**src/rtl/plas_pkg.sv**
```systemverilog
package plas_pkg;

    localparam int TIME_WIDTH_DEF = 32;

    localparam int NOW_W   = 32;
    localparam int DEB_W   = 16;
    localparam int HOLD_W  = 32;
    localparam int PULSE_W = 12;
    localparam int CODE_W  = 2;

    localparam int CFG_IDX_W  = 3;
    localparam int CFG_DATA_W = 32;

    localparam int IN_TDATA_W  = 40;
    localparam int OUT_TDATA_W = 32;

    // Configuration register indexes.
    typedef enum logic [CFG_IDX_W-1:0] {
        CFG_DEBOUNCE      = 3'd0,
        CFG_LONG_PRESS    = 3'd1,
        CFG_ACTIVE_HOLD   = 3'd2,
        CFG_REST_HOLD     = 3'd3,
        CFG_A_ACTIVE_PLS  = 3'd4,
        CFG_A_REST_PLS    = 3'd5,
        CFG_B_ACTIVE_PLS  = 3'd6,
        CFG_B_REST_PLS    = 3'd7
    } cfg_idx_t;

    // Reset values of the configuration registers.
    localparam logic [DEB_W-1:0]   DEBOUNCE_RST     = 16'd50;
    localparam logic [HOLD_W-1:0]  LONG_PRESS_RST   = 32'd5000;
    localparam logic [HOLD_W-1:0]  ACTIVE_HOLD_RST  = 32'd1000;
    localparam logic [HOLD_W-1:0]  REST_HOLD_RST    = 32'd1000;
    localparam logic [PULSE_W-1:0] A_ACTIVE_PLS_RST = 12'd1240;
    localparam logic [PULSE_W-1:0] A_REST_PLS_RST   = 12'd500;
    localparam logic [PULSE_W-1:0] B_ACTIVE_PLS_RST = 12'd2000;
    localparam logic [PULSE_W-1:0] B_REST_PLS_RST   = 12'd1600;

    // Actuator phase, one-hot inside the design.
    typedef enum logic [2:0] {
        PH_IDLE   = 3'b001,
        PH_ACTIVE = 3'b010,
        PH_REST   = 3'b100
    } phase_t;

    // Phase codes as they appear on the result item.
    localparam logic [CODE_W-1:0] PH_CODE_IDLE   = 2'd0;
    localparam logic [CODE_W-1:0] PH_CODE_ACTIVE = 2'd1;
    localparam logic [CODE_W-1:0] PH_CODE_REST   = 2'd2;

    // Sequence start codes.
    localparam logic [CODE_W-1:0] START_NONE = 2'd0;
    localparam logic [CODE_W-1:0] START_A    = 2'd1;
    localparam logic [CODE_W-1:0] START_B    = 2'd2;

    // Button event from the debouncer to the sequencing logic.
    typedef struct packed {
        logic release_evt;   // debounced release that follows a debounced press
        logic is_long;       // the measured press reached the long press time
        logic level;         // debounced level after this poll
    } btn_evt_t;

    function automatic logic [CODE_W-1:0] phase_code(phase_t p);
        logic [CODE_W-1:0] c;
        unique case (p)
            PH_ACTIVE: c = PH_CODE_ACTIVE;
            PH_REST:   c = PH_CODE_REST;
            PH_IDLE:   c = PH_CODE_IDLE;
            default:   c = PH_CODE_IDLE;
        endcase
        return c;
    endfunction

endpackage

```
**src/rtl/plas_debounce.sv**
```systemverilog
// Button debouncer and press length measurement.
module plas_debounce #(
    parameter int TIME_WIDTH = plas_pkg::TIME_WIDTH_DEF
) (
    input  logic                        clk,
    input  logic                        rst_n,
    input  logic                        en,
    input  logic                        level,
    input  logic [TIME_WIDTH-1:0]       now_t,
    input  logic [plas_pkg::DEB_W-1:0]  debounce_ms,
    input  logic [plas_pkg::HOLD_W-1:0] long_press_ms,
    output plas_pkg::btn_evt_t          evt
);

    localparam int CW = (TIME_WIDTH > plas_pkg::HOLD_W) ? TIME_WIDTH : plas_pkg::HOLD_W;

    logic                  raw_last_reg, raw_last_next;
    logic                  level_stable_reg, level_stable_next;
    logic                  press_pending_reg, press_pending_next;
    logic [TIME_WIDTH-1:0] raw_change_time_reg, raw_change_time_next;
    logic [TIME_WIDTH-1:0] press_start_time_reg, press_start_time_next;

    logic [TIME_WIDTH-1:0] since_change;
    logic [TIME_WIDTH-1:0] press_len;
    logic                  accept;

    always_comb
    begin
        raw_last_next        = level;
        raw_change_time_next = (level != raw_last_reg) ? now_t : raw_change_time_reg;
        since_change         = now_t - raw_change_time_next;
        press_len            = now_t - press_start_time_reg;

        accept = (level != level_stable_reg) &&
                 (CW'(since_change) >= CW'(debounce_ms));

        level_stable_next     = accept ? level : level_stable_reg;
        press_start_time_next = (accept && !level) ? now_t : press_start_time_reg;
        press_pending_next    = accept ? !level : press_pending_reg;

        evt.release_evt = accept && level && press_pending_reg;
        evt.is_long     = CW'(press_len) >= CW'(long_press_ms);
        evt.level       = level_stable_next;
    end

    always_ff @(posedge clk or negedge rst_n)
    begin
        if (!rst_n)
        begin
            raw_last_reg         <= 1'b1;
            level_stable_reg     <= 1'b1;
            press_pending_reg    <= 1'b0;
            raw_change_time_reg  <= '0;
            press_start_time_reg <= '0;
        end
        else if (en)
        begin
            raw_last_reg         <= raw_last_next;
            level_stable_reg     <= level_stable_next;
            press_pending_reg    <= press_pending_next;
            raw_change_time_reg  <= raw_change_time_next;
            press_start_time_reg <= press_start_time_next;
        end
    end

endmodule

```
**src/rtl/plas_seq.sv**
```systemverilog
// Phase sequencer of one actuator: idle, hold active, hold rest, idle.
module plas_seq #(
    parameter int TIME_WIDTH = plas_pkg::TIME_WIDTH_DEF
) (
    input  logic                         clk,
    input  logic                         rst_n,
    input  logic                         en,
    input  logic                         start,
    input  logic [TIME_WIDTH-1:0]        now_t,
    input  logic [plas_pkg::HOLD_W-1:0]  active_hold_ms,
    input  logic [plas_pkg::HOLD_W-1:0]  rest_hold_ms,
    input  logic [plas_pkg::PULSE_W-1:0] active_pulse_us,
    input  logic [plas_pkg::PULSE_W-1:0] rest_pulse_us,
    output plas_pkg::phase_t             phase_next,
    output logic [plas_pkg::PULSE_W-1:0] pulse_us,
    output logic                         busy
);

    localparam int CW = (TIME_WIDTH > plas_pkg::HOLD_W) ? TIME_WIDTH : plas_pkg::HOLD_W;

    plas_pkg::phase_t      phase_reg;
    plas_pkg::phase_t      phase_in;
    logic [TIME_WIDTH-1:0] start_time_reg, start_time_next;
    logic [TIME_WIDTH-1:0] start_in;
    logic [TIME_WIDTH-1:0] held_t;
    logic [CW-1:0]         held;

    always_comb
    begin
        // A start enters the active phase first; the hold check may then leave it
        // at once when the hold time is zero.
        phase_in        = start ? plas_pkg::PH_ACTIVE : phase_reg;
        start_in        = start ? now_t : start_time_reg;
        // The elapsed time wraps at the timestamp width before it is compared.
        held_t          = now_t - start_in;
        held            = CW'(held_t);
        phase_next      = phase_in;
        start_time_next = start_in;
        unique case (phase_in)
            plas_pkg::PH_ACTIVE:
            begin
                if (held >= CW'(active_hold_ms))
                begin
                    phase_next      = plas_pkg::PH_REST;
                    start_time_next = now_t;
                end
            end
            plas_pkg::PH_REST:
            begin
                if (held >= CW'(rest_hold_ms))
                begin
                    phase_next = plas_pkg::PH_IDLE;
                end
            end
            plas_pkg::PH_IDLE: ;
            default: ;
        endcase

        pulse_us = (phase_next == plas_pkg::PH_ACTIVE) ? active_pulse_us : rest_pulse_us;
        busy     = (phase_reg != plas_pkg::PH_IDLE);
    end

    always_ff @(posedge clk or negedge rst_n)
    begin
        if (!rst_n)
        begin
            phase_reg      <= plas_pkg::PH_IDLE;
            start_time_reg <= '0;
        end
        else if (en)
        begin
            phase_reg      <= phase_next;
            start_time_reg <= start_time_next;
        end
    end

endmodule

```
**src/rtl/press_length_actuator_sequencer_unit.sv**
```systemverilog
// Channel   | Direction | Handshake                    | Payload
// ----------+-----------+------------------------------+------------------------------------
// poll      | in        | s_axis_tvalid/s_axis_tready  | s_axis_tdata: button_level, now_ms
// result    | out       | m_axis_tvalid/m_axis_tready  | m_axis_tdata: pulses, phases, level
// config    | in        | cfg_we (no wait)             | cfg_addr, cfg_data
//
// Each poll item is captured in the input register at the edge that accepts it and is
// stepped through the debounce and phase logic into the result register at the first
// edge where that register is empty or being taken; the result is offered from there.
// A new item is accepted every cycle while the result side is not stalled; the throughput
// of one item per cycle is set by the single state update in the debounce and phase logic.
// Reset is asynchronous and active low; it clears both stages, the button and phase
// state, and loads the configuration registers with their power-up values.
// When the result is not taken, the result register holds and the input register
// fills; s_axis_tready falls only when both stages hold an item.
module press_length_actuator_sequencer_unit #(
    parameter int TIME_WIDTH = plas_pkg::TIME_WIDTH_DEF
) (
    input  logic                              clk,
    input  logic                              rst_n,
    input  logic                              s_axis_tvalid,
    output logic                              s_axis_tready,
    // [0] button_level, [32:1] now_ms, [39:33] zero
    input  logic [plas_pkg::IN_TDATA_W-1:0]   s_axis_tdata,
    output logic                              m_axis_tvalid,
    input  logic                              m_axis_tready,
    // [11:0] pulse_a_us, [23:12] pulse_b_us, [25:24] phase_a, [27:26] phase_b,
    // [28] debounced_level, [30:29] sequence_started, [31] zero
    output logic [plas_pkg::OUT_TDATA_W-1:0]  m_axis_tdata,
    input  logic                              cfg_we,
    input  logic [plas_pkg::CFG_IDX_W-1:0]    cfg_addr,
    input  logic [plas_pkg::CFG_DATA_W-1:0]   cfg_data
);

    localparam int CW = (TIME_WIDTH > plas_pkg::NOW_W) ? TIME_WIDTH : plas_pkg::NOW_W;

    // Configuration registers.
    logic [plas_pkg::DEB_W-1:0]   debounce_ms_reg;
    logic [plas_pkg::HOLD_W-1:0]  long_press_ms_reg;
    logic [plas_pkg::HOLD_W-1:0]  active_hold_ms_reg;
    logic [plas_pkg::HOLD_W-1:0]  rest_hold_ms_reg;
    logic [plas_pkg::PULSE_W-1:0] a_active_pulse_reg;
    logic [plas_pkg::PULSE_W-1:0] a_rest_pulse_reg;
    logic [plas_pkg::PULSE_W-1:0] b_active_pulse_reg;
    logic [plas_pkg::PULSE_W-1:0] b_rest_pulse_reg;

    // Input stage.
    logic                       in_valid_reg, in_valid_next;
    logic                       in_level_reg;
    logic [plas_pkg::NOW_W-1:0] in_now_reg;

    // Result stage.
    logic                             out_valid_reg, out_valid_next;
    logic [plas_pkg::OUT_TDATA_W-1:0] out_data_reg, out_data_next;

    logic                  advance;
    logic                  step;
    logic                  s_accept;
    logic [CW-1:0]         now_ext;
    logic [TIME_WIDTH-1:0] now_t;

    plas_pkg::btn_evt_t           evt;
    logic                         start_a, start_b;
    logic                         busy_a, busy_b;
    plas_pkg::phase_t             phase_a, phase_b;
    logic [plas_pkg::PULSE_W-1:0] pulse_a, pulse_b;
    logic [plas_pkg::CODE_W-1:0]  started;

    // The result register moves on when it is empty or being taken; the input
    // register can then hand its item over in the same cycle.
    assign advance       = !out_valid_reg || m_axis_tready;
    assign s_axis_tready = !in_valid_reg || advance;
    assign s_accept      = s_axis_tvalid && s_axis_tready;
    assign step          = in_valid_reg && advance;

    // The timestamp is kept modulo two to the TIME_WIDTH.
    assign now_ext = CW'(in_now_reg);
    assign now_t   = now_ext[TIME_WIDTH-1:0];

    plas_debounce #(
        .TIME_WIDTH (TIME_WIDTH)
    ) u_debounce (
        .clk           (clk),
        .rst_n         (rst_n),
        .en            (step),
        .level         (in_level_reg),
        .now_t         (now_t),
        .debounce_ms   (debounce_ms_reg),
        .long_press_ms (long_press_ms_reg),
        .evt           (evt)
    );

    // A release only starts a sequence when both actuators are idle; a long press
    // selects actuator B, a short one actuator A.
    always_comb
    begin
        start_a = evt.release_evt && !busy_a && !busy_b && !evt.is_long;
        start_b = evt.release_evt && !busy_a && !busy_b && evt.is_long;
        priority if (start_b)
        begin
            started = plas_pkg::START_B;
        end
        else if (start_a)
        begin
            started = plas_pkg::START_A;
        end
        else
        begin
            started = plas_pkg::START_NONE;
        end
    end

    plas_seq #(
        .TIME_WIDTH (TIME_WIDTH)
    ) u_seq_a (
        .clk             (clk),
        .rst_n           (rst_n),
        .en              (step),
        .start           (start_a),
        .now_t           (now_t),
        .active_hold_ms  (active_hold_ms_reg),
        .rest_hold_ms    (rest_hold_ms_reg),
        .active_pulse_us (a_active_pulse_reg),
        .rest_pulse_us   (a_rest_pulse_reg),
        .phase_next      (phase_a),
        .pulse_us        (pulse_a),
        .busy            (busy_a)
    );

    plas_seq #(
        .TIME_WIDTH (TIME_WIDTH)
    ) u_seq_b (
        .clk             (clk),
        .rst_n           (rst_n),
        .en              (step),
        .start           (start_b),
        .now_t           (now_t),
        .active_hold_ms  (active_hold_ms_reg),
        .rest_hold_ms    (rest_hold_ms_reg),
        .active_pulse_us (b_active_pulse_reg),
        .rest_pulse_us   (b_rest_pulse_reg),
        .phase_next      (phase_b),
        .pulse_us        (pulse_b),
        .busy            (busy_b)
    );

    always_comb
    begin
        out_data_next = {1'b0, started, evt.level,
                         plas_pkg::phase_code(phase_b), plas_pkg::phase_code(phase_a),
                         pulse_b, pulse_a};

        if (s_accept)
        begin
            in_valid_next = 1'b1;
        end
        else if (advance)
        begin
            in_valid_next = 1'b0;
        end
        else
        begin
            in_valid_next = in_valid_reg;
        end

        out_valid_next = advance ? in_valid_reg : out_valid_reg;
    end

    always_ff @(posedge clk or negedge rst_n)
    begin
        if (!rst_n)
        begin
            in_valid_reg  <= 1'b0;
            out_valid_reg <= 1'b0;
        end
        else
        begin
            in_valid_reg  <= in_valid_next;
            out_valid_reg <= out_valid_next;
        end
    end

    // Payload registers carry no reset.
    always_ff @(posedge clk)
    begin
        if (s_accept)
        begin
            in_level_reg <= s_axis_tdata[0];
            in_now_reg   <= s_axis_tdata[plas_pkg::NOW_W:1];
        end
        if (step)
        begin
            out_data_reg <= out_data_next;
        end
    end

    assign m_axis_tvalid = out_valid_reg;
    assign m_axis_tdata  = out_data_reg;

    // Configuration writes; each register keeps the low bits of the data word.
    always_ff @(posedge clk or negedge rst_n)
    begin
        if (!rst_n)
        begin
            debounce_ms_reg    <= plas_pkg::DEBOUNCE_RST;
            long_press_ms_reg  <= plas_pkg::LONG_PRESS_RST;
            active_hold_ms_reg <= plas_pkg::ACTIVE_HOLD_RST;
            rest_hold_ms_reg   <= plas_pkg::REST_HOLD_RST;
            a_active_pulse_reg <= plas_pkg::A_ACTIVE_PLS_RST;
            a_rest_pulse_reg   <= plas_pkg::A_REST_PLS_RST;
            b_active_pulse_reg <= plas_pkg::B_ACTIVE_PLS_RST;
            b_rest_pulse_reg   <= plas_pkg::B_REST_PLS_RST;
        end
        else if (cfg_we)
        begin
            unique case (plas_pkg::cfg_idx_t'(cfg_addr))
                plas_pkg::CFG_DEBOUNCE:     debounce_ms_reg    <= cfg_data[plas_pkg::DEB_W-1:0];
                plas_pkg::CFG_LONG_PRESS:   long_press_ms_reg  <= cfg_data[plas_pkg::HOLD_W-1:0];
                plas_pkg::CFG_ACTIVE_HOLD:  active_hold_ms_reg <= cfg_data[plas_pkg::HOLD_W-1:0];
                plas_pkg::CFG_REST_HOLD:    rest_hold_ms_reg   <= cfg_data[plas_pkg::HOLD_W-1:0];
                plas_pkg::CFG_A_ACTIVE_PLS: a_active_pulse_reg <= cfg_data[plas_pkg::PULSE_W-1:0];
                plas_pkg::CFG_A_REST_PLS:   a_rest_pulse_reg   <= cfg_data[plas_pkg::PULSE_W-1:0];
                plas_pkg::CFG_B_ACTIVE_PLS: b_active_pulse_reg <= cfg_data[plas_pkg::PULSE_W-1:0];
                plas_pkg::CFG_B_REST_PLS:   b_rest_pulse_reg   <= cfg_data[plas_pkg::PULSE_W-1:0];
                default: ;
            endcase
        end
    end

endmodule

```
**config.mk**
```make
export PLATFORM = sky130hd
export DESIGN_NAME = press_length_actuator_sequencer_unit
export DESIGN_NICKNAME = d
export VERILOG_FILES = /design/src/rtl/plas_pkg.sv /design/src/rtl/plas_debounce.sv /design/src/rtl/plas_seq.sv /design/src/rtl/press_length_actuator_sequencer_unit.sv
export SDC_FILE = /design/constraint.sdc
export NUM_CORES = 1
export LEC_CHECK = 0
export BUFFER_PORTS_ARGS = -buffer_cell sky130_fd_sc_hd__buf_2
export CORE_MARGIN = 10
export CORE_UTILIZATION = 30
export CTS_CLUSTER_DIAMETER = 50
export CTS_CLUSTER_SIZE = 30
export DETAILED_ROUTE_END_ITERATION = 8
export PLACE_DENSITY_LB_ADDON = 0.05
export SLEW_MARGIN = 20
export SYNTH_ARGS = -nofsm -noshare
export SYNTH_HDL_FRONTEND = slang
export SYNTH_SLANG_ARGS = --single-unit
```
**constraint.sdc**
```tcl
create_clock -name clk -period 14 [get_ports clk]
set_input_delay 1.4 -clock clk [delete_from_list [all_inputs] [get_ports clk]]
set_output_delay 1.4 -clock clk [all_outputs]
set_load 0.005 [all_outputs]
```
==> results.py, run 1 <==
metrics = {
    "outcome": {
        "run_status": "finished clean",
    },
    "timing": {
        "drv_slew": 0,
        "fin_hold_ws_ns": 0.475,
        "setup_viol": 0,
        "worst_slack_ns": 1.76,
        "clock_skew_ns": 0.0329,
        "finalCritPeriodShare_pct": 87.4,
        "rsz0062_at_grt": "no",
        "clock.fmax_mhz": 81.7,
        "slew_headroom_pct": 31.4,
        "tns_ns": 0,
        "tightestPinTransition_ns": 1.00,
        "hold_violations": 0,
        "post-route-min-period_ns": 12.24,
    },
    "drt": {
        "drt-pass1-iter-count": 5,
        "drc_errors": 0,
        "antenna_left": 0,
        "wl_met2_um": 34600,
        "vias_per_cell": 5.06,
        "wl_per_cell_um": 20.2,
        "wl_met3_um": 2610,
        "totalWireLength_um": 76700,
        "top_layer_used": "met4",
        "drt_iter0_markers": 1029,
        "vias": 19195,
        "wl_met1_um": 37900,
    },
    "clock_network": {
        "cts_made_buffers": 72,
        "hold_buffers": 0,
        "post_cts_resized": 0,
        "ctsRootBufferMaster": "clkbuf_16",
        "post-cts-setup-buffer-count": 0,
        "cts_tree": "built",
        "h-tree-depth": 3,
        "clk_latency_ns": 0.62,
        "clk_pin_slew_ns": 0.05,
        "clock-sinks": 363,
        "clock_path_buffers": 3,
    },
    "floorplanning": {
        "pin_count": 114,
        "num_rows": 106,
        "fp.dieH_um": 309,
        "coreArea_mm2": 0.0833,
        "floorplan.initialDensity_pct": 30.2,
        "die_area_mm2": 0.0957,
        "die_width_um": 309,
    },
    "worst_setup_path": {
        "reg2reg_to": "u_seq_a.phase_reg[2]",
        "critPathLaunchType": "flip-flop",
        "critPathMaxFanout": 26,
        "cpMostUsedCell": "a21oi_1",
        "endpoint_kind": "flip-flop",
        "reg2regPathDepth": 46,
        "slowest_delay_ns": 0.77,
        "cpMaxStageDelayCell": "a211oi_1",
        "r2r_slack_ns": 1.76,
        "path_class": "reg -> reg",
        "critPathRequiredTime_ns": 14.51,
        "critPathCapture": "u_seq_a.phase_reg[2]",
        "worstPathArrival_ns": 12.75,
        "startpoint": "in_level_reg",
        "r2r_start": "in_level_reg",
    },
    "yosys": {
        "ys_types": 87,
        "syn_avg_cell_area_um2": 9.96,
        "syn-instance-count": 2521,
        "synth.area.top_cells": "dfrtp_1, ha_1, mux2_2",
        "ys_ff_latch": 363,
        "async_reset_ff_share_pct": 82.4,
        "synth_area_mm2": 0.0251,
        "synth_top_area_share_pct": 25.4,
        "synth_edf_count": 64,
        "synth_nets": 2896,
        "seq_area_frac_synth_pct": 37.7,
        "synth_top_cell_by_area": "dfrtp_1",
        "synth_flop_cell": "dfrtp_1",
        "yosysWarnings": 0,
        "synth_commonest_cells": "ha_1, dfrtp_1, mux2_2, nand2_1, inv_1",
        "yosysMostFrequentCell": "ha_1",
    },
    "grt": {
        "antenna_found_initial": 0,
        "grtUsageTotal_pct": 16.0,
        "grt_max_degree": 87,
        "grt_remaining_overflow": 0,
        "grt_pass1_wl_um": 118000,
        "grt_pass1_vias": 19878,
    },
    "placed_design": {
        "pre_cts_slack_ns": 1.68,
        "dp_cells": 3659,
        "hpwl_um": 60100,
        "portBuffers": 105,
        "dpl_cell_area_mm2": 0.0270,
        "finalWeightedCongestion": 0.848,
    },
    "final_layout": {
        "area_growth_pct": 17.9,
        "nets": 3028,
        "fin_area_mm2": 0.0296,
        "final_cell_count_no_fill": 3794,
        "drive_above_1_share_pct": 19.6,
        "nFillCells": 8391,
        "final_util_pct": 35.5,
    },
    "power": {
        "power_leakage_nw": 13.0,
        "finalPower_mw": 6.71,
        "pwr_density_cell_mw_per_mm2": 227,
        "vdd_drop_max_mv": 0.0874,
    },
    "job": {
        "maxCapViolations": 0,
    },
    "hold_path": {
        "hp-class": "reg -> reg",
    },
}
==> cell families after synthesis <==
logic type	synth area share (%)
AOI/OAI and AO/OA	15.7
xor gates and xnor gates	3.90
adders and majority gates	15.1
buffers and inverters	4.04
DFF	37.7
muxes	12.1
other	0.0149
and+or+nand+nor	11.5
==> worst min-delay path by stage <==
stage	startpoint	to	cells after the start
final	u_debounce.raw_change_time_reg[23]	u_debounce.raw_change_time_reg[23]	2
after global routing	u_debounce.raw_change_time_reg[24]	u_debounce.raw_change_time_reg[24]	2
after CTS	u_debounce.raw_change_time_reg[23]	u_debounce.raw_change_time_reg[23]	2
after detailed placement	u_debounce.raw_change_time_reg[23]	u_debounce.raw_change_time_reg[23]	2
after global placement	u_debounce.raw_change_time_reg[17]	u_debounce.raw_change_time_reg[17]	2
after floorplan	u_debounce.raw_change_time_reg[0]	u_debounce.raw_change_time_reg[0]	2
==> final cells by class <==
type	instances	area (µm²)	area share (%)
Clock inverter	55	736	2.49
Inverter	187	702	2.37
Clock buffer	79	1900	6.42
Sequential cell	363	9460	32.0
Multi-Input combinational cell	1899	14700	49.8
Tap cell	1080	1350	4.56
Antenna cell	1	2.50	0.00845
Timing Repair Buffer	130	723	2.44
==> worst max-delay path: cells and delay by family (launching register included) <==
kind                       cells  cell delay (ns)
AOI/OAI and AO/OA             26             6.66
and+or+nand+nor               10             1.87
adders and majority gates      5             1.46
xor gates and xnor gates       2             0.73
DFF                            1             0.56
buffers and inverters          2             0.51
muxes                          1             0.27
==> metal layers <==
layer	vias up	GRT usage, %
met4	0	4.64
met2	253	25.9
met5	-	0
met1	9375	21.8
met3	94	2.39
li1	9473	-
==> where the power goes <==
group	internal, mW	switching (mW)	total (mW)	leakage, nW
clock network	1.21	0.667	1.88	1.28
logic	1.42	1.88	3.30	7.46
registers	1.38	0.155	1.54	4.23
==> cells in the final DEF, fill, tap and decap left out, types with 79 or more instances in the layout <==
cell type	netlist	final
dfrtp_1	255	255
xnor2_1	82	81
buf_2	16	104
a21oi_1	167	166
a21o_1	79	79
o21ai_0	180	180
mux2_2	193	193
inv_1	186	186
nor2_1	118	117
ha_1	292	292
nand2_1	191	190
Note: power is estimated with default switching activity, not from simulation.
==> run 2, diff against run 1 <==
Settings changed: PLACE_DENSITY_LB_ADDON 0.05 to 0.25.
==> results.py, run 2 (synthesis results as in run 1) <==
metrics = {
    "outcome": {
        "run_status": "finished clean",
    },
    "grt": {
        "grt_remaining_overflow": 0,
        "grtUsageTotal_pct": 14.8,
        "antenna_found_initial": 1,
        "grt_max_degree": 122,
        "grt_pass1_wl_um": 111000,
        "grt_pass1_vias": 19672,
    },
    "drt": {
        "antenna_left": 0,
        "wl_per_cell_um": 19.0,
        "vias": 19075,
        "wl_met1_um": 33200,
        "drc_errors": 0,
        "drt-pass1-iter-count": 6,
        "wl_met2_um": 33700,
        "top_layer_used": "met5",
        "vias_per_cell": 5.09,
        "totalWireLength_um": 71200,
        "wl_met3_um": 2190,
        "drt_iter0_markers": 1037,
    },
    "power": {
        "vdd_drop_max_mv": 0.105,
        "power_leakage_nw": 12.5,
        "pwr_density_cell_mw_per_mm2": 214,
    },
    "clock_network": {
        "ctsRootBufferMaster": "clkbuf_16",
        "hold_buffers": 0,
        "clk_pin_slew_ns": 0.07,
        "post-cts-setup-buffer-count": 0,
        "post_cts_resized": 0,
        "cts_tree": "built",
        "clock_path_buffers": 3,
        "clk_latency_ns": 0.60,
        "h-tree-depth": 2,
        "cts_made_buffers": 50,
        "clock-sinks": 363,
    },
    "final_layout": {
        "antenna_cells": 0,
        "nets": 3003,
        "seqCellArea_mm2": 0.00946,
        "final_cell_count_no_fill": 3750,
        "area_growth_pct": 14.4,
        "final_common_cell": "ha_1",
        "nFillCells": 8380,
        "final_cell_mix": "ha_1, dfrtp_1, mux2_2",
        "multi_input_area_mm2": 0.0147,
        "drive_above_1_share_pct": 18.5,
    },
    "job": {
        "maxCapViolations": 0,
    },
    "placed_design": {
        "dp_cells": 3656,
        "hpwl_um": 55100,
        "portBuffers": 105,
        "finalWeightedCongestion": 0.876,
    },
    "worst_setup_path": {
        "critPathLaunchType": "flip-flop",
        "cpMaxStageDelayCell": "xnor2_2",
        "endpoint_kind": "flip-flop",
        "slowest_delay_ns": 0.56,
        "path_class": "reg -> reg",
        "critPathRequiredTime_ns": 14.48,
        "critPathMaxFanout": 32,
        "cpMostUsedCell": "ha_1",
        "worstPathArrival_ns": 12.85,
    },
    "timing": {
        "rsz0062_at_grt": "no",
        "post-route-min-period_ns": 12.37,
        "slew_headroom_pct": 30.9,
        "tightestPinTransition_ns": 1.03,
        "finalCritPeriodShare_pct": 88.4,
        "drv_slew": 0,
        "setup_viol": 0,
        "hold_violations": 0,
        "clock.fmax_mhz": 80.8,
        "tns_ns": 0,
        "clock_skew_ns": 0.0244,
    },
    "floorplanning": {
        "die_area_mm2": 0.0957,
        "die_width_um": 309,
        "fp.dieH_um": 309,
        "pin_count": 114,
        "floorplan.initialDensity_pct": 30.2,
        "num_rows": 106,
        "coreArea_mm2": 0.0833,
    },
    "hold_path": {
        "hp-class": "reg -> reg",
    },
}
[run 2: worst max-delay path: cells and delay by family (launching register included)]
kind | cells | cell delay (ns)
AOI/OAI and AO/OA | 24 | 5.53
xor gates and xnor gates | 1 | 0.56
adders and majority gates | 5 | 1.52
buffers and inverters | 4 | 1.19
DFF | 1 | 0.55
muxes | 2 | 0.69
and+or+nand+nor | 11 | 2.10
[run 2: final timing paths]
check	startpoint	endpoint	slack [ns]	cells after the start
setup / recovery	in_level_reg	u_seq_b.start_time_reg[3]	1.63	47
hold / removal	u_debounce.raw_change_time_reg[0]	u_debounce.raw_change_time_reg[0]	0.48	2
setup reg to reg	in_level_reg	u_seq_b.start_time_reg[3]	1.63	47
hold reg to reg	u_debounce.raw_change_time_reg[0]	u_debounce.raw_change_time_reg[0]	0.48	2
max in group asynchronous	rst_n	u_seq_a.start_time_reg[16]	10.82	3
min in group asynchronous	rst_n	a_rest_pulse_reg[3]	0.89	1
[run 2: where the power goes]
part	internal [mW]	switching (mW)
clock	0.777	0.580
combinational	1.42	1.83
sequential	1.38	0.157
[run 2: layer usage]
metal / vias up / global-route usage [%]
li1: 9376 / -
met5: - / 0
met2: 295 / 25.1
met1: 9305 / 19.3
met3: 97 / 1.81
met4: 2 / 4.73
[run 2: stage by stage]
| step | hold slack, ns | setup WS, ns | utilization, % | power (mW) | cell area, µm² |
|---|---|---|---|---|---|
| floorplan | 0.446 | 3.56 | - | 3.93 | 25100 |
| global placement | 0.460 | 1.75 | 32.3 | 4.72 | 26900 |
| detailed placement | 0.462 | 1.64 | 32.3 | 4.80 | 26900 |
| CTS | 0.479 | 1.60 | 34.5 | 6.21 | 28700 |
| global route | 0.504 | 0.811 | 34.5 | 6.71 | 28700 |
| finish | 0.475 | 1.63 | 34.5 | 6.15 | 28700 |
[run 2: final cells by class]
class / count / area share [%]
Clock inverter: 40 / 1.71
Tap cell: 1080 / 4.70
Multi-Input combinational cell: 1899 / 51.2
Inverter: 187 / 2.44
Timing Repair Buffer: 127 / 2.44
Sequential cell: 363 / 32.9
Clock buffer: 54 / 4.59
==> run 3, diff against run 2 <==
Settings changed: SYNTH_HIERARCHICAL set to 1.
==> results.py, run 3 <==
metrics = {
    "placed_design": {
        "dpl_cell_area_mm2": 0.0293,
        "finalWeightedCongestion": 0.872,
        "portBuffers": 105,
        "hpwl_um": 59600,
    },
    "worst_setup_path": {
        "worstPathArrival_ns": 12.91,
        "critPathMaxFanout": 31,
        "critPathLaunchType": "flip-flop",
        "path_class": "reg -> reg",
        "slowest_delay_ns": 0.92,
        "critPathRequiredTime_ns": 14.38,
        "reg2regPathDepth": 45,
        "cpMaxStageDelayCell": "o311ai_0",
        "endpoint_kind": "flip-flop",
    },
    "clock_network": {
        "h-tree-depth": 3,
        "cts_made_buffers": 67,
        "clock-sinks": 363,
        "post_cts_resized": 0,
        "post-cts-setup-buffer-count": 0,
        "clock_path_buffers": 3,
        "clk_pin_slew_ns": 0.06,
        "ctsRootBufferMaster": "clkbuf_16",
        "hold_buffers": 0,
        "cts_tree": "built",
        "clk_latency_ns": 0.63,
    },
    "floorplanning": {
        "floorplan.initialDensity_pct": 30.4,
        "die_area_mm2": 0.104,
        "pin_count": 114,
        "num_rows": 110,
        "coreArea_mm2": 0.0904,
        "die_width_um": 323,
        "fp.dieH_um": 323,
    },
    "yosys": {
        "ys_ff_latch": 363,
        "syn-instance-count": 2822,
        "synth_commonest_cells": "ha_1, inv_1, dfrtp_1, a21oi_1, nor2_1",
        "synth_top_area_share_pct": 23.2,
        "synth_edf_count": 64,
        "synth_nets": 3197,
        "ys_types": 103,
        "async_reset_ff_share_pct": 82.4,
        "synth.area.top_cells": "dfrtp_1, ha_1, edfxtp_1",
        "synth_top_cell_by_area": "dfrtp_1",
        "synth_flop_cell": "dfrtp_1",
        "syn_avg_cell_area_um2": 9.73,
        "seq_area_frac_synth_pct": 34.4,
        "yosysWarnings": 6,
        "synth_area_mm2": 0.0275,
    },
    "power": {
        "pwr_density_cell_mw_per_mm2": 160,
        "power_leakage_nw": 14.6,
        "switching_power_mw": 1.89,
        "clkPwrFrac_pct": 33.8,
        "p_sw_share_pct": 37.2,
        "internal_power_mw": 3.18,
        "vdd_drop_max_mv": 0.102,
        "combPwrFrac_pct": 38.1,
        "p_seq_share_pct": 28.2,
        "finalPower_mw": 5.07,
    },
    "drt": {
        "antenna_left": 0,
        "vias_per_cell": 5.09,
        "wl_per_cell_um": 19.3,
        "drt-pass1-iter-count": 5,
        "drt_iter0_markers": 1232,
        "drc_errors": 0,
        "vias": 21185,
        "totalWireLength_um": 80200,
    },
    "hold_path": {
        "whs_path_depth": 1,
        "hp-class": "reg -> reg",
    },
    "grt": {
        "grt_max_degree": 138,
        "antenna_found_initial": 7,
        "grt_remaining_overflow": 0,
        "grt_pass1_vias": 20971,
        "grt_pass1_wl_um": 125000,
        "grtUsageTotal_pct": 15.3,
    },
    "timing": {
        "tightestPinTransition_ns": 1.11,
        "hold_violations": 0,
        "slew_headroom_pct": 25.2,
        "drv_slew": 0,
        "clock.fmax_mhz": 79.8,
        "rsz0062_at_grt": "no",
        "finalCritPeriodShare_pct": 89.5,
        "clock_skew_ns": 0.0300,
        "post-route-min-period_ns": 12.53,
        "tns_ns": 0,
        "setup_viol": 0,
    },
    "final_layout": {
        "nets": 3305,
        "fin_area_mm2": 0.0316,
        "final_cell_mix": "inv_1, ha_1, dfrtp_1",
        "drive_above_1_share_pct": 19.7,
        "final_util_pct": 35.0,
        "area_growth_pct": 15.3,
    },
    "outcome": {
        "run_status": "finished clean",
    },
    "job": {
        "maxCapViolations": 0,
    },
}
run 3: critical path: cells and delay by family (launching register included):
kind                     cells  cell delay (ns)
AO/OA/AOI/OAI               22             6.00
AND/OR/NAND/NOR             10             2.08
adder cells (fa/ha/maj)      5             1.56
buffers and inverters        4             1.01
flip-flops                   1             0.60
multiplexers                 2             0.58
XOR/XNOR                     2             0.40
run 3: final timing paths:
check / from / slack, ns / end
max: in_now_reg[0] / 1.47 / m_axis_tdata[9]
min: long_press_ms_reg[11] / 0.48 / long_press_ms_reg[11]
max reg2reg: in_now_reg[0] / 1.47 / m_axis_tdata[9]
min reg2reg: long_press_ms_reg[11] / 0.48 / long_press_ms_reg[11]
max in group asynchronous: rst_n / 11.80 / active_hold_ms_reg[26]
min in group asynchronous: rst_n / 0.80 / a_active_pulse_reg[2]
run 3: cells by family after synthesis:
logic type | Yosys count | synth area share [%]
simple gates | 609 | 11.5
compound gates | 722 | 16.9
mux | 315 | 13.6
other cells | 1 | 0.0137
fa+ha+maj | 302 | 13.8
flops | 363 | 34.4
xor+xnor | 110 | 3.60
buf+inv | 400 | 6.11
run 3: per-stage QoR:
stage               instances  hold slack (ns)  setup WS [ns]
floorplan                2822            0.449           3.48
global placement         4037            0.467           1.63
detailed placement       4037            0.477           1.69
CTS                      4161            0.489           1.63
global route             4162            0.498          0.807
finish                   4162            0.484           1.47
run 3: cell type report:
| cell class | count | area [µm²] |
|---|---|---|
| inverter | 292 | 1100 |
| antenna | 1 | 2.50 |
| fill | 9152 | 58800 |
| sequential | 363 | 9460 |
| multi-input combinational | 2059 | 16400 |
| clock inverter | 50 | 612 |
| tap | 1176 | 1470 |
| timing repair buffer | 147 | 863 |
| clock buffer | 74 | 1770 |
run 3: routing by layer:
| layer | vias up | share of wire, % | global-route usage [%] | wire length [µm] |
|---|---|---|---|---|
| li1 | 10470 | - | - | - |
| met1 | 10216 | 47 | 20.8 | 38000 |
| met2 | 401 | 46 | 25.0 | 37300 |
| met3 | 98 | 4.1 | 2.12 | 3290 |
| met4 | 0 | 2.1 | 4.50 | 1680 |
| met5 | - | 0 | 0 | 0 |
run 3: power by group through the flow:
stage               logic [mW]  clock network, mW  registers, mW
detailed placement        1.92                  0           1.45
floorplan                 1.41                  0           1.41
global route              2.18               1.81           1.46
finish                    1.93               1.71           1.43
global placement          1.91                  0           1.44
CTS                       1.94               1.76           1.43
